--- src/rtl/shaping_snapshot_parser_unit_macros.svh ---
// Assertion macros for the shaping snapshot parser RTL.
// Included by the modules that carry concurrent assertions; no other dependencies.
`ifndef SHAPING_SNAPSHOT_PARSER_UNIT_MACROS_SVH
`define SHAPING_SNAPSHOT_PARSER_UNIT_MACROS_SVH

`ifndef SYNTHESIS
`define SSP_ASSERT(lbl, clk, rstn, prop, msg) \
  lbl: assert property (@(posedge clk) disable iff (!rstn) prop) else $error(msg);
`define SSP_ASSERT_NEVER(lbl, clk, rstn, cond, msg) \
  lbl: assert property (@(posedge clk) disable iff (!rstn) !(cond)) else $error(msg);
`else
`define SSP_ASSERT(lbl, clk, rstn, prop, msg)
`define SSP_ASSERT_NEVER(lbl, clk, rstn, cond, msg)
`endif

`endif

--- src/rtl/ssp_pkg.sv ---
// Types, codes and constants of the shaping snapshot parser.
// Used by ssp_in_reg, ssp_core, ssp_out_reg and the top level; depends on nothing.
package ssp_pkg;

  localparam int unsigned MaxPointsDef = 256;

  localparam logic [7:0]  TypeByte    = 8'd3;
  localparam logic [7:0]  VersionByte = 8'd1;
  localparam logic [19:0] ProbOne     = 20'd1000000;

  localparam logic [1:0] KindNone  = 2'd0;
  localparam logic [1:0] KindId    = 2'd1;
  localparam logic [1:0] KindCount = 2'd2;
  localparam logic [1:0] KindPoint = 2'd3;

  localparam logic [1:0] StOk      = 2'd0;
  localparam logic [1:0] StInvalid = 2'd1;
  localparam logic [1:0] StVersion = 2'd2;

  typedef enum logic [3:0] {
    PhType,
    PhVersion,
    PhIdLen,
    PhIdBytes,
    PhRecCount,
    PhTabCount,
    PhBound,
    PhProb,
    PhTrail,
    PhSink
  } phase_e;

  typedef struct packed {
    logic [7:0] data_byte;
    logic       end_of_message;
  } in_word_t;

  typedef struct packed {
    logic [1:0]  item_kind;
    logic        direction_slot;
    logic        table_select;
    logic [63:0] field_value;
    logic [19:0] point_probability;
    logic [7:0]  point_number;
    logic        final_point;
    logic        message_done;
    logic [1:0]  parse_status;
  } result_t;

endpackage

--- src/rtl/ssp_stream_if.sv ---
// Valid/ready channel carrying one word of a given payload type.
// Depends on nothing; payload types come from ssp_pkg at the instance.
interface ssp_stream_if #(
  parameter type payload_t = logic
) ();
  logic     valid;
  logic     ready;
  payload_t payload;

  modport source (output valid, output payload, input ready);
  modport sink (input valid, input payload, output ready);
endinterface

--- src/rtl/ssp_in_reg.sv ---
// Input register of the parser: captures one message byte per accepted word.
// Depends on ssp_pkg and ssp_stream_if.
module ssp_in_reg (
  input  logic              clk_i,
  input  logic              rst_ni,
  ssp_stream_if.sink        in_i,
  input  logic              adv_i,
  output ssp_pkg::in_word_t word_o,
  output logic              vld_o
);

  logic              vld_q;
  ssp_pkg::in_word_t word_q;

  assign in_i.ready = !vld_q || adv_i;
  assign word_o     = word_q;
  assign vld_o      = vld_q;

  always_ff @(posedge clk_i or negedge rst_ni) begin
    if (!rst_ni) begin
      vld_q <= 1'b0;
    end else if (in_i.ready) begin
      vld_q <= in_i.valid;
    end
  end

  always_ff @(posedge clk_i) begin
    if (in_i.valid && in_i.ready) begin
      word_q <= in_i.payload;
    end
  end

endmodule

--- src/rtl/ssp_core.sv ---
// Parse state and single-pass byte logic of the shaping snapshot parser.
// Depends on ssp_pkg and the assertion macros header.
`include "shaping_snapshot_parser_unit_macros.svh"

module ssp_core #(
  parameter int unsigned MaxPoints = ssp_pkg::MaxPointsDef
) (
  input  logic              clk_i,
  input  logic              rst_ni,
  input  ssp_pkg::in_word_t word_i,
  input  logic              adv_i,
  output ssp_pkg::result_t  res_o,
  output logic              res_vld_o
);

  localparam int unsigned CntW = $clog2(MaxPoints + 1);

  ssp_pkg::phase_e phase_q, phase_d;
  logic [2:0]      nbytes_q, nbytes_d;
  logic [63:0]     shift_q, shift_d;
  logic [7:0]      id_left_q, id_left_d;
  logic            dir_q, dir_d;
  logic            tab_q, tab_d;
  logic [CntW-1:0] pcount_q, pcount_d;
  logic [CntW-1:0] pseen_q, pseen_d;
  logic [31:0]     held_q, held_d;
  logic [31:0]     pbound_q, pbound_d;
  logic [19:0]     pprob_q, pprob_d;
  logic            err_q, err_d;
  logic            vbad_q, vbad_d;

  logic [7:0]      b;
  logic [63:0]     shifted;
  logic [15:0]     cnt;
  logic [31:0]     raw;
  logic            last;
  logic            raw_big;
  logic [19:0]     prob;
  logic [15:0]     seen16;
  ssp_pkg::result_t res;

  assign b       = word_i.data_byte;
  assign shifted = {shift_q[55:0], b};
  assign cnt     = shifted[15:0];
  assign raw     = shifted[31:0];
  assign last    = (17'(pseen_q) + 17'd1) >= 17'(pcount_q);
  assign raw_big = raw > 32'(ssp_pkg::ProbOne);
  assign prob    = (last || raw_big) ? ssp_pkg::ProbOne : raw[19:0];
  assign seen16  = 16'(pseen_q);

  always_comb begin
    phase_d   = phase_q;
    nbytes_d  = nbytes_q;
    shift_d   = shift_q;
    id_left_d = id_left_q;
    dir_d     = dir_q;
    tab_d     = tab_q;
    pcount_d  = pcount_q;
    pseen_d   = pseen_q;
    held_d    = held_q;
    pbound_d  = pbound_q;
    pprob_d   = pprob_q;
    err_d     = err_q;
    vbad_d    = vbad_q;
    res       = '0;

    case (phase_q)
      ssp_pkg::PhType: begin
        if (b != ssp_pkg::TypeByte) err_d = 1'b1;
        phase_d = ssp_pkg::PhVersion;
      end
      ssp_pkg::PhVersion: begin
        if (b != ssp_pkg::VersionByte && !err_q) vbad_d = 1'b1;
        phase_d = ssp_pkg::PhIdLen;
      end
      ssp_pkg::PhIdLen: begin
        id_left_d = b;
        shift_d   = '0;
        nbytes_d  = '0;
        phase_d   = (b == 8'd0) ? ssp_pkg::PhRecCount : ssp_pkg::PhIdBytes;
      end
      ssp_pkg::PhIdBytes: begin
        res.item_kind   = ssp_pkg::KindId;
        res.field_value = 64'(b);
        id_left_d       = id_left_q - 8'd1;
        if (id_left_q == 8'd1) phase_d = ssp_pkg::PhRecCount;
      end
      ssp_pkg::PhRecCount: begin
        shift_d  = shifted;
        nbytes_d = nbytes_q + 3'd1;
        if (nbytes_q == 3'd7) begin
          nbytes_d           = '0;
          shift_d            = '0;
          res.item_kind      = ssp_pkg::KindCount;
          res.direction_slot = dir_q;
          res.field_value    = shifted;
          tab_d              = 1'b0;
          phase_d            = ssp_pkg::PhTabCount;
        end
      end
      ssp_pkg::PhTabCount: begin
        shift_d  = shifted;
        nbytes_d = nbytes_q + 3'd1;
        if (nbytes_q == 3'd1) begin
          nbytes_d = '0;
          shift_d  = '0;
          if (cnt == 16'd0 || 17'(cnt) > 17'(MaxPoints)) begin
            err_d   = 1'b1;
            phase_d = ssp_pkg::PhSink;
          end else begin
            pcount_d = cnt[CntW-1:0];
            pseen_d  = '0;
            pbound_d = '0;
            pprob_d  = '0;
            phase_d  = ssp_pkg::PhBound;
          end
        end
      end
      ssp_pkg::PhBound: begin
        shift_d  = shifted;
        nbytes_d = nbytes_q + 3'd1;
        if (nbytes_q == 3'd3) begin
          nbytes_d = '0;
          shift_d  = '0;
          held_d   = raw;
          phase_d  = ssp_pkg::PhProb;
        end
      end
      ssp_pkg::PhProb: begin
        shift_d  = shifted;
        nbytes_d = nbytes_q + 3'd1;
        if (nbytes_q == 3'd3) begin
          nbytes_d = '0;
          shift_d  = '0;
          if (held_q == 32'd0 || raw_big) err_d = 1'b1;
          if (pseen_q != '0 && held_q < pbound_q) err_d = 1'b1;
          if (prob <= pprob_q) err_d = 1'b1;
          res.item_kind         = ssp_pkg::KindPoint;
          res.direction_slot    = dir_q;
          res.table_select      = tab_q;
          res.field_value       = 64'(held_q);
          res.point_probability = prob;
          res.point_number      = seen16[7:0];
          res.final_point       = last;
          pbound_d = held_q;
          pprob_d  = prob;
          pseen_d  = pseen_q + CntW'(1);
          if (!last) begin
            phase_d = ssp_pkg::PhBound;
          end else if (!tab_q) begin
            tab_d   = 1'b1;
            phase_d = ssp_pkg::PhTabCount;
          end else if (!dir_q) begin
            dir_d   = 1'b1;
            tab_d   = 1'b0;
            phase_d = ssp_pkg::PhRecCount;
          end else begin
            phase_d = ssp_pkg::PhTrail;
          end
        end
      end
      ssp_pkg::PhTrail: begin
        err_d = 1'b1;
      end
      default: begin
      end
    endcase

    if (word_i.end_of_message) begin
      res.message_done = 1'b1;
      if (phase_q == ssp_pkg::PhType || phase_q == ssp_pkg::PhVersion) begin
        res.parse_status = ssp_pkg::StInvalid;
      end else if (vbad_d) begin
        res.parse_status = ssp_pkg::StVersion;
      end else if (err_d || phase_d != ssp_pkg::PhTrail) begin
        res.parse_status = ssp_pkg::StInvalid;
      end else begin
        res.parse_status = ssp_pkg::StOk;
      end
    end
  end

  assign res_o     = res;
  assign res_vld_o = adv_i && (word_i.end_of_message || res.item_kind != ssp_pkg::KindNone);

  always_ff @(posedge clk_i or negedge rst_ni) begin
    if (!rst_ni) begin
      phase_q   <= ssp_pkg::PhType;
      nbytes_q  <= '0;
      shift_q   <= '0;
      id_left_q <= '0;
      dir_q     <= 1'b0;
      tab_q     <= 1'b0;
      pcount_q  <= '0;
      pseen_q   <= '0;
      held_q    <= '0;
      pbound_q  <= '0;
      pprob_q   <= '0;
      err_q     <= 1'b0;
      vbad_q    <= 1'b0;
    end else if (adv_i) begin
      if (word_i.end_of_message) begin
        phase_q   <= ssp_pkg::PhType;
        nbytes_q  <= '0;
        shift_q   <= '0;
        id_left_q <= '0;
        dir_q     <= 1'b0;
        tab_q     <= 1'b0;
        pcount_q  <= '0;
        pseen_q   <= '0;
        held_q    <= '0;
        pbound_q  <= '0;
        pprob_q   <= '0;
        err_q     <= 1'b0;
        vbad_q    <= 1'b0;
      end else begin
        phase_q   <= phase_d;
        nbytes_q  <= nbytes_d;
        shift_q   <= shift_d;
        id_left_q <= id_left_d;
        dir_q     <= dir_d;
        tab_q     <= tab_d;
        pcount_q  <= pcount_d;
        pseen_q   <= pseen_d;
        held_q    <= held_d;
        pbound_q  <= pbound_d;
        pprob_q   <= pprob_d;
        err_q     <= err_d;
        vbad_q    <= vbad_d;
      end
    end
  end

  `SSP_ASSERT(a_done_clears, clk_i, rst_ni, adv_i && word_i.end_of_message |=> phase_q == ssp_pkg::PhType && !err_q && !vbad_q, "State not cleared after the final word.")
  `SSP_ASSERT_NEVER(a_empty_result, clk_i, rst_ni, res_vld_o && res_o.item_kind == ssp_pkg::KindNone && !res_o.message_done, "Result without content.")
  `SSP_ASSERT_NEVER(a_status_no_done, clk_i, rst_ni, res_vld_o && !res_o.message_done && res_o.parse_status != ssp_pkg::StOk, "Status given before the final word.")
  `SSP_ASSERT_NEVER(a_seen_count, clk_i, rst_ni, pseen_q > pcount_q, "More points seen than the table holds.")

endmodule

--- src/rtl/ssp_out_reg.sv ---
// Result register of the parser: holds one result word until the sink takes it.
// Depends on ssp_pkg and ssp_stream_if.
module ssp_out_reg (
  input  logic             clk_i,
  input  logic             rst_ni,
  input  ssp_pkg::result_t res_i,
  input  logic             load_i,
  output logic             free_o,
  ssp_stream_if.source     out_o
);

  logic             vld_q;
  ssp_pkg::result_t res_q;

  assign free_o        = !vld_q || out_o.ready;
  assign out_o.valid   = vld_q;
  assign out_o.payload = res_q;

  always_ff @(posedge clk_i or negedge rst_ni) begin
    if (!rst_ni) begin
      vld_q <= 1'b0;
    end else if (free_o) begin
      vld_q <= load_i;
    end
  end

  always_ff @(posedge clk_i) begin
    if (load_i && free_o) begin
      res_q <= res_i;
    end
  end

endmodule

--- src/rtl/shaping_snapshot_parser_unit.sv ---
// Top level of the shaping snapshot parser: input register, parse core, result register.
// Depends on ssp_pkg, ssp_stream_if, ssp_in_reg, ssp_core and ssp_out_reg.
//
//   Channel  Dir  Word       Meaning
//   in_i     in   in_word_t  one message byte and its end-of-message flag
//   out_o    out  result_t   a completed field, and the status on the final byte
//
// One byte is accepted every cycle unless the result stalls; its word is captured in the result register.
// The rate is set by the single parse pass between the input and result registers.
// A byte that completes no field and is not the final one produces no word.
// Reset clears all parse state; the final byte of a message also returns it to reset.
// A stalled result holds the core, and the input register then holds one byte.
module shaping_snapshot_parser_unit #(
  parameter int unsigned MaxPoints = ssp_pkg::MaxPointsDef
) (
  input logic          clk_i,
  input logic          rst_ni,
  ssp_stream_if.sink   in_i,
  ssp_stream_if.source out_o
);

  ssp_pkg::in_word_t word;
  ssp_pkg::result_t  res;
  logic              word_vld;
  logic              res_vld;
  logic              out_free;
  logic              adv;

  assign adv = word_vld && out_free;

  ssp_in_reg u_in_reg (
    .clk_i  (clk_i),
    .rst_ni (rst_ni),
    .in_i   (in_i),
    .adv_i  (adv),
    .word_o (word),
    .vld_o  (word_vld)
  );

  ssp_core #(
    .MaxPoints (MaxPoints)
  ) u_core (
    .clk_i     (clk_i),
    .rst_ni    (rst_ni),
    .word_i    (word),
    .adv_i     (adv),
    .res_o     (res),
    .res_vld_o (res_vld)
  );

  ssp_out_reg u_out_reg (
    .clk_i  (clk_i),
    .rst_ni (rst_ni),
    .res_i  (res),
    .load_i (res_vld),
    .free_o (out_free),
    .out_o  (out_o)
  );

endmodule

--- src/flat_wrapper.sv ---
// flat-port wrapper written by rule: the top's interface ports become plain ports
module shaping_snapshot_parser_unit_flat 
#(
  parameter int unsigned MaxPoints = ssp_pkg::MaxPointsDef
)
  (clk_i, rst_ni, in_i_valid, in_i_payload, in_i_ready, out_o_valid, out_o_payload, out_o_ready);
  ssp_stream_if #(.payload_t(ssp_pkg::in_word_t)) in_i_i ();
  ssp_stream_if #(.payload_t(ssp_pkg::result_t)) out_o_i ();
  input logic clk_i;
  input logic rst_ni;
  input wire logic [$bits(in_i_i.valid)-1:0] in_i_valid;
  input wire logic [$bits(in_i_i.payload)-1:0] in_i_payload;
  output wire logic [$bits(in_i_i.ready)-1:0] in_i_ready;
  output wire logic [$bits(out_o_i.valid)-1:0] out_o_valid;
  output wire logic [$bits(out_o_i.payload)-1:0] out_o_payload;
  input wire logic [$bits(out_o_i.ready)-1:0] out_o_ready;
  assign in_i_i.valid = in_i_valid;
  assign in_i_i.payload = in_i_payload;
  assign in_i_ready = in_i_i.ready;
  assign out_o_valid = out_o_i.valid;
  assign out_o_payload = out_o_i.payload;
  assign out_o_i.ready = out_o_ready;
  shaping_snapshot_parser_unit #(.MaxPoints(MaxPoints)) u_core (.clk_i(clk_i), .rst_ni(rst_ni), .in_i(in_i_i), .out_o(out_o_i));
endmodule
--- config.mk ---
export PLATFORM = sky130hd
export DESIGN_NAME = shaping_snapshot_parser_unit_flat
export DESIGN_NICKNAME = d
export VERILOG_FILES = /design/src/rtl/ssp_pkg.sv /design/src/rtl/ssp_stream_if.sv /design/src/rtl/ssp_in_reg.sv /design/src/rtl/ssp_core.sv /design/src/rtl/ssp_out_reg.sv /design/src/rtl/shaping_snapshot_parser_unit.sv /design/src/flat_wrapper.sv
export VERILOG_INCLUDE_DIRS = /design/src /design/src/rtl
export SDC_FILE = /design/constraint.sdc
export NUM_CORES = 1
export LEC_CHECK = 0
export BUFFER_PORTS_ARGS = -buffer_cell sky130_fd_sc_hd__buf_2
export CORE_MARGIN = 2
export CORE_UTILIZATION = 45
export CTS_CLUSTER_SIZE = 8
export DETAILED_ROUTE_END_ITERATION = 6
export HOLD_SLACK_MARGIN = 0.12
export PLACE_DENSITY_LB_ADDON = 0.1
export SETUP_SLACK_MARGIN = 0.02
export SLEW_MARGIN = 30
export SYNTH_ARGS = -nofsm -noshare
export SYNTH_HDL_FRONTEND = slang
export SYNTH_SLANG_ARGS = --single-unit
--- constraint.sdc ---
create_clock -name clk_i -period 8.35 [get_ports clk_i]
set_input_delay 0.835 -clock clk_i [delete_from_list [all_inputs] [get_ports clk_i]]
set_output_delay 0.835 -clock clk_i [all_outputs]
set_load 0.01 [all_outputs]
==> impl_results.md, run 1 <==
* Max_slew headroom at 0.420
* Pin count of the biggest net entering global routing at 97
* Status: completed
* Num ports at 115
* Final Hold Vio Count at 0
* Port bufs at 114
* Die ar. at 31100 um^2
* Initial Util at 0.455
* Die X-Extent at 176 um
* Mapped Cells at 1197
* Post-synth cell types at 56
* EDFF count, synth at 109
* Cell at the root of the clock tree: clkbuf_16
* # rows at 63
* Syn Std Cell Area at 13400 um^2
* Number of synthesis warnings at 0
* Fin nets at 1377
* Synth area leader: dfrtp_1
* Overflow after GRT at 0
* Synth top area share at 0.335
* RR Endpoint: u_core.u_out_reg.out_o.payload[0]
* Syn nets at 1279
* Final wirelength at 34.1 mm
* CTS clock-pin slew for the worst setup and hold paths at 0.05 ns
* TritonRoute pass-1 iters at 5
* Worst R2R Setup Slack at 3.18 ns
* HP Class: input pin to asynchronous set/reset pin
* Num CTS Buffers at 42
* Gr usage total at 0.225
* CTS Sinks at 288
* Crit path required time at 8.60 ns
* Critical Path Start: u_core.u_core.pseen_q[0]
* Final antenna-violating net count at 0
* Layout cells sized above 1 at 0.144
* Final worst path period need at 5.17 ns
* DRC Markers at 0
* RSZ-0062 raised after global routing: no
* Setup TNS at 0 ns
* First-pass GRT wire length at 54.9 mm
* VDD IR-drop max at 166 uV
* Setup Crit Path Kind: flip-flop to flip-flop
* Crit path arrival time at 5.42 ns
* Cell area power density at 242 nW/um^2
* Initial antenna violation count at 0
* DR vias at 9759
* Top cells by area, synth: dfrtp_1, edfxtp_1, a22o_1
* Top_reg_cell synth: dfrtp_1
* Leak Pwr at 0.00686 uW
* Clk Latency, worst-skew pair at 0.53 ns
* Core area at 29400 um^2
* Fmax at 0.193 GHz
* Syn Area/Cell at 11.2 um^2
* Dpl hpwl at 21.7 mm
* # setup viols final at 0
* Worst-path maximum fanout at 18
* Max-Cap Viols at 0
* Worst hold slack at 0.253 ns
* Die Y at 176 um
* WL per Instance at 19.9 um
* Diode count at 0
* CTS tree: yes
* Post-synth ARST share at 0.622
* CP Capture Type: flip-flop
* Reg-to-reg startpoint: u_core.u_core.pseen_q[0]
* Crit share post-route at 0.619
* Routability cong. at 0.894
* Synth Register Bits at 288
* Vias in the first global route at 9721
* Via/cell ratio at 5.69
* Clock Skew at 0.0173 ns
* Post-CTS Setup Inserts at 0
* Critical path launch point type: flip-flop
* # resized after CTS at 0
* Worst-Margin Slew at 0.871 ns
* Initial DRC Count at 736
* R2r worst-path depth at 19
* Worst setup path end: u_core.u_out_reg.out_o.payload[0]
* Register area share after synthesis at 0.580
* Maximum clock path buffer count at 3
* Synthesis-to-layout area growth at 16.2%
* H-tree depth at 2
* Post-CTS Hold Fix Bufs at 0
* Slew Limit Fails at 0
-- power by group --
group          internal (uW)  switching, uW
Combinational            163            357
Clock                    938            607
Sequential              1590            101
-- routing by layer --
layer | part of all wire | up-vias | track usage
met4 | 0.027 | 0 | 0.0713
met5 | 0 | - | 0
met2 | 0.46 | 289 | 0.356
met1 | 0.46 | 4803 | 0.321
met3 | 0.050 | 61 | 0.0362
li1 | - | 4606 | -
-- logic make-up (layout without fill, tap and decap cells) --
family,after synthesis,after routing,synth area share
mux,1,1,0.000843
buf+inv,160,288,0.0471
flops,288,288,0.580
compound gates,320,320,0.171
simple gates,351,351,0.131
fa+ha+maj,69,69,0.0646
xor+xnor,8,8,0.00524
-- stage by stage --
| step | util | instances | area [um^2] | worst slack (ns) | power, uW |
|---|---|---|---|---|---|
| CTS | 0.528 | 1715 | 15500 | 3.28 | 3800 |
| finish | 0.528 | 1715 | 15500 | 3.18 | 3760 |
| global placement | 0.485 | 1639 | 14300 | 3.61 | 2230 |
| detailed placement | 0.487 | 1641 | 14300 | 3.28 | 2240 |
| global route | 0.528 | 1715 | 15500 | 2.77 | 3940 |
| floorplan | - | 1197 | 13400 | 1.99 | 2030 |
-- how the worst min path moves through the flow --
stage / start / to / cells after the start / slack (ns)
final: rst_ni / u_core.u_core.pbound_q[5] / 1 / 0.25
after global routing: rst_ni / u_core.u_core.pbound_q[6] / 1 / 0.27
after CTS: rst_ni / u_core.u_core.pbound_q[1] / 1 / 0.26
after detailed placement: u_core.u_core.pprob_q[19] / u_core.u_core.pprob_q[19] / 2 / 0.47
after global placement: u_core.u_core.pbound_q[31] / u_core.u_core.pbound_q[31] / 2 / 0.46
after floorplan: u_core.u_in_reg.word_o[0] / u_core.u_out_reg.out_o.payload[2] / 0 / 0.42
-- state kept, by name, summed over array words and instances, names as in the netlist, 3 cells and up --
name / flops
u_core.u_core.pseen_q: 9
u_core.u_core.id_left_q: 8
u_core.u_out_reg.out_o.payload: 100
u_core.u_core.pcount_q: 9
u_core.u_core.pbound_q: 32
u_core.u_core.pprob_q: 20
u_core.u_core.held_q: 32
u_core.u_core.nbytes_q: 3
u_core.u_in_reg.word_o: 9
u_core.u_core.phase_q: 4
u_core.u_core.shift_q: 56
-- worst max-delay path, cell delays in order (launching register included) --
cell       delay (ns)
dfrtp_1          0.45
ha_1             0.27
nand3_1          0.16
nor2_1           0.22
xor2_1           0.18
ha_1             0.26
a211oi_1         0.26
o21bai_1         0.10
a41oi_1          0.20
o21a_1           0.57
nand2_1          0.37
nor2_1           0.24
inv_1            0.07
ha_1             0.30
nand4_1          0.11
nor4_1           0.43
o21ai_0          0.19
o2111ai_1        0.12
and4_1           0.25
a41oi_1          0.12
-- cell usage in the layout, fill, tap and decap left out, types with 4 or more instances in the layout --
| cell | instances |
|---|---|
| a211oi_1 | 8 |
| a21o_1 | 4 |
| a21oi_1 | 36 |
| a221oi_1 | 4 |
| a22o_1 | 137 |
| a31oi_1 | 6 |
| and2_1 | 5 |
| and3_1 | 64 |
| buf_2 | 113 |
| buf_4 | 11 |
| clkbuf_1 | 28 |
| clkbuf_16 | 42 |
| dfrtp_1 | 179 |
| edfxtp_1 | 109 |
| ha_1 | 69 |
| inv_1 | 85 |
| nand2_1 | 129 |
| nand2b_1 | 6 |
| nand3_1 | 15 |
| nand4_1 | 17 |
| nor2_1 | 50 |
| nor2b_1 | 8 |
| nor3_1 | 9 |
| nor4_1 | 18 |
| nor4b_1 | 4 |
| o21a_1 | 6 |
| o21ai_0 | 55 |
| o21ai_1 | 36 |
| o31ai_1 | 6 |
| xnor2_1 | 5 |
-- synthesized netlist by cell type, drive strengths merged (2+ instances only) --
master	n
a2111o	2
a211oi	8
a21o	4
a21oi	36
a221oi	4
a22o	137
a22oi	2
a31oi	6
a41oi	3
and2	5
and3	64
and4	3
buf	16
clkbuf	59
dfrtp	179
edfxtp	109
ha	69
inv	85
nand2	130
nand2b	6
nand3	16
nand3b	3
nand4	17
nor2	55
nor2b	8
nor3	12
nor4	19
nor4b	4
o2111ai	3
o21a	6
o21ai	92
o31ai	7
o41ai	3
or3	3
or4	3
xnor2	5
xor2	3
-- cell type report --
cell class	count	area (um^2)
Timing Repair Buffer	129	737
Fill cell	2639	13900
Clock buffer	70	1160
Tap cell	390	488
Multi-Input combinational cell	749	5030
Sequential cell	288	7750
Inverter	85	319
Clock inverter	4	42.5
Power figures use the tool's default switching activity.
==> run 2, diff against run 1 <==
- clock period: 8.35 -> 4.6 ns (I/O delays scaled with it)
==> run 2 against run 1 <==
- via count grew 0.56%
- critical endpoint unchanged
- sequential power rose by 80%
- flip-flop and latch count stayed put
- largest cell class unchanged
- highest routed layer unchanged
- largest power group unchanged
- non-clock buffer count increased by 23
==> impl_results.md, run 2 (synthesized netlist as in run 1, its figures left out) <==
* Crit-path cells: ha_2, nand3_1, nor2_2, xor2_1, ha_1, a211oi_1, o21bai_1, a41oi_2, o21a_1, nand2_4, nor2_2, inv_1, ha_1, nand4_1, nor4_2, o21ai_1, o2111ai_1, and4_1, a41oi_1
* Clk Latency, worst-skew pair at 0.51 ns (-0.02 ns)
* Port bufs at 114 (unchanged)
* H-tree depth at 2 (unchanged)
* M3 GR Usage at 0.0368 (+0.000646)
* CTS clock-pin slew for the worst setup and hold paths at 0.05 ns (about the same)
* Layout cells sized above 1 at 0.160 (+0.0163)
* Final worst path period need at 4.17 ns (-0.999 ns)
* Commonest non-fill, non-tap cell in the layout: dfrtp_1
* Num ports at 115 (unchanged)
* Worst-Margin Slew at 0.831 ns (-0.0392 ns)
* Initial antenna violation count at 0 (unchanged)
* VDD IR-drop max at 304 uV (+83%)
* CTS tree: yes
* Max incr delay on CP at 0.41 ns (-0.16 ns)
* GR peak layer: met2
* Core area at 29400 um^2 (unchanged)
* GR met1 Demand/Resource at 0.328 (+0.00699)
* Overflow after GRT at 0 (unchanged)
* Critical path launch point type: flip-flop
* Hold path endpoint: u_core.u_in_reg.word_o[5]
* Max reg flops at 100 (unchanged)
* CTS Sinks at 288 (unchanged)
* Num CTS Buffers at 42 (unchanged)
* Final worst slack at 0.431 ns (-2.75 ns)
* Most frequent cells in the layout: dfrtp_1, a22o_1, nand2_1
* Max-Cap Viols at 0 (unchanged)
* Crit path arrival time at 4.40 ns (-1.02 ns)
* Final Hold Vio Count at 0 (unchanged)
* Worst hold slack at 0.139 ns (-0.115 ns)
* R2r worst-path depth at 19 (unchanged)
* First-pass GRT wire length at 55.0 mm (+0.34%)
* Gr usage total at 0.226 (+0.000689)
* Setup TNS at 0 ns (unchanged)
* Via/cell ratio at 5.65 (-0.71%)
* Worst R2R Setup Slack at 0.43 ns (-2.75 ns)
* Final antenna-violating net count at 0 (unchanged)
* DR vias at 9814 (+0.56%)
* Cell at the root of the clock tree: clkbuf_16
* DRC Markers at 0 (unchanged)
* Min-delay src: in_i_payload[5]
* WL per Instance at 19.8 um (-0.40%)
* Pin count of the biggest net entering global routing at 91 (-6.2%)
* Cell area power density at 432 nW/um^2 (+78%)
* Dpl hpwl at 21.9 mm (+1.3%)
* Maximum clock path buffer count at 3 (unchanged)
* Max_slew headroom at 0.446 (+0.0261)
* Fin cells at 1737 (+1.3%)
* Status: completed
* Worst-path maximum fanout at 8 (-10)
* Crit share post-route at 0.906 (+0.287)
* # rows at 63 (unchanged)
* RR Endpoint: u_core.u_out_reg.out_o.payload[0]
* Crit path required time at 4.84 ns (-3.76 ns)
* Initial Util at 0.455 (unchanged)
* Dpl ws at 0.184 ns (-3.10 ns)
* Fin nets at 1400 (+1.7%)
* # setup viols final at 0 (unchanged)
* Setup Crit Path Kind: flip-flop to flip-flop
* Vias in the first global route at 9695 (-0.27%)
* Synthesis-to-layout area growth at 18.1%
* Power, Total at 6810 uW (+81%)
* HP Class: input pin to flip-flop
* Clock Skew at 0.0119 ns (-0.00540 ns)
* Die Y at 176 um (unchanged)
* Initial DRC Count at 820 (+11%)
* Placed Cells at 1655 (+0.85%)
* Die X-Extent at 176 um (unchanged)
* GR Util met2 at 0.353 (-0.00327)
* Slew Limit Fails at 0 (unchanged)
* Fmax at 0.240 GHz (+24%)
* Post-CTS Setup Inserts at 0 (unchanged)
* Routability cong. at 0.878 (-1.7%)
* Final wirelength at 34.4 mm (+0.88%)
* Die ar. at 31100 um^2 (unchanged)
* TritonRoute pass-1 iters at 5 (unchanged)
* Reg-to-reg startpoint: u_core.u_core.pseen_q[1]
* CP max stage cell: dfrtp_1
* Hold Path Depth at 1
* CP Capture Type: flip-flop
* Leak Pwr at 0.00696 uW (+1.5%)
==> run 2: worst max-delay path by stage <==
stage / startpoint / slack [ns] / cells past startpoint / to
after detailed placement: u_core.u_core.pseen_q[0] / 0.18 / 19 / u_core.u_out_reg.out_o.payload[0]
after CTS: u_core.u_core.pseen_q[0] / 0.15 / 19 / u_core.u_out_reg.out_o.payload[0]
after floorplan: u_core.u_core.pseen_q[0] / 0.63 / 19 / u_core.u_out_reg.out_o.payload[0]
after global routing: u_core.u_core.pseen_q[1] / -0.0009 / 19 / u_core.u_out_reg.out_o.payload[0]
final: u_core.u_core.pseen_q[1] / 0.43 / 19 / u_core.u_out_reg.out_o.payload[0]
after global placement: u_core.u_core.pseen_q[0] / 0.36 / 19 / u_core.u_out_reg.out_o.payload[0]
==> run 2: final cells by class <==
class                   instances  area (um^2)
diodes                          1         2.50
clock buffers                  70         1180
clock inverters                 2         17.5
fillers                      2609        13600
inverters                      85          319
multi-input cells             749         5070
flip-flops and latches        288         7750
well taps                     390          488
repair buffers                152          948
==> run 2: power breakdown <==
group	internal (uW)	switching, uW	total [uW]
registers	2890	159	3050
logic	311	672	984
clock network	1720	1050	2780
total	4930	1890	6810
==> run 2: stage by stage <==
stage,instance area [um^2],util
finish,15800,0.537
CTS,15700,0.535
floorplan,13400,-
detailed placement,14400,0.491
global placement,14400,0.490
global route,15800,0.536
==> run 2: metal layers <==
| metal | vias up | share of wire |
|---|---|---|
| met3 | 62 | 0.054 |
| met1 | 4806 | 0.46 |
| met2 | 304 | 0.46 |
| li1 | 4642 | - |
| met5 | - | 0 |
| met4 | 0 | 0.024 |
==> run 2: timing repair <==
action,4_1_cts,5_1_grt
hold buffers,9,0
setup endpoints to repair,0,2
resized for setup,0,16
endpoints found under the hold margin,96,0
==> run 2: critical path: cells and delay by family, from the launching register on <==
family	cells	cell delay [ns]
AO/OA/AOI/OAI	7	1.11
XOR/XNOR	1	0.17
adder cells (fa/ha/maj)	3	0.80
buffers and inverters	1	0.07
flip-flops	1	0.41
AND/OR/NAND/NOR	7	1.32
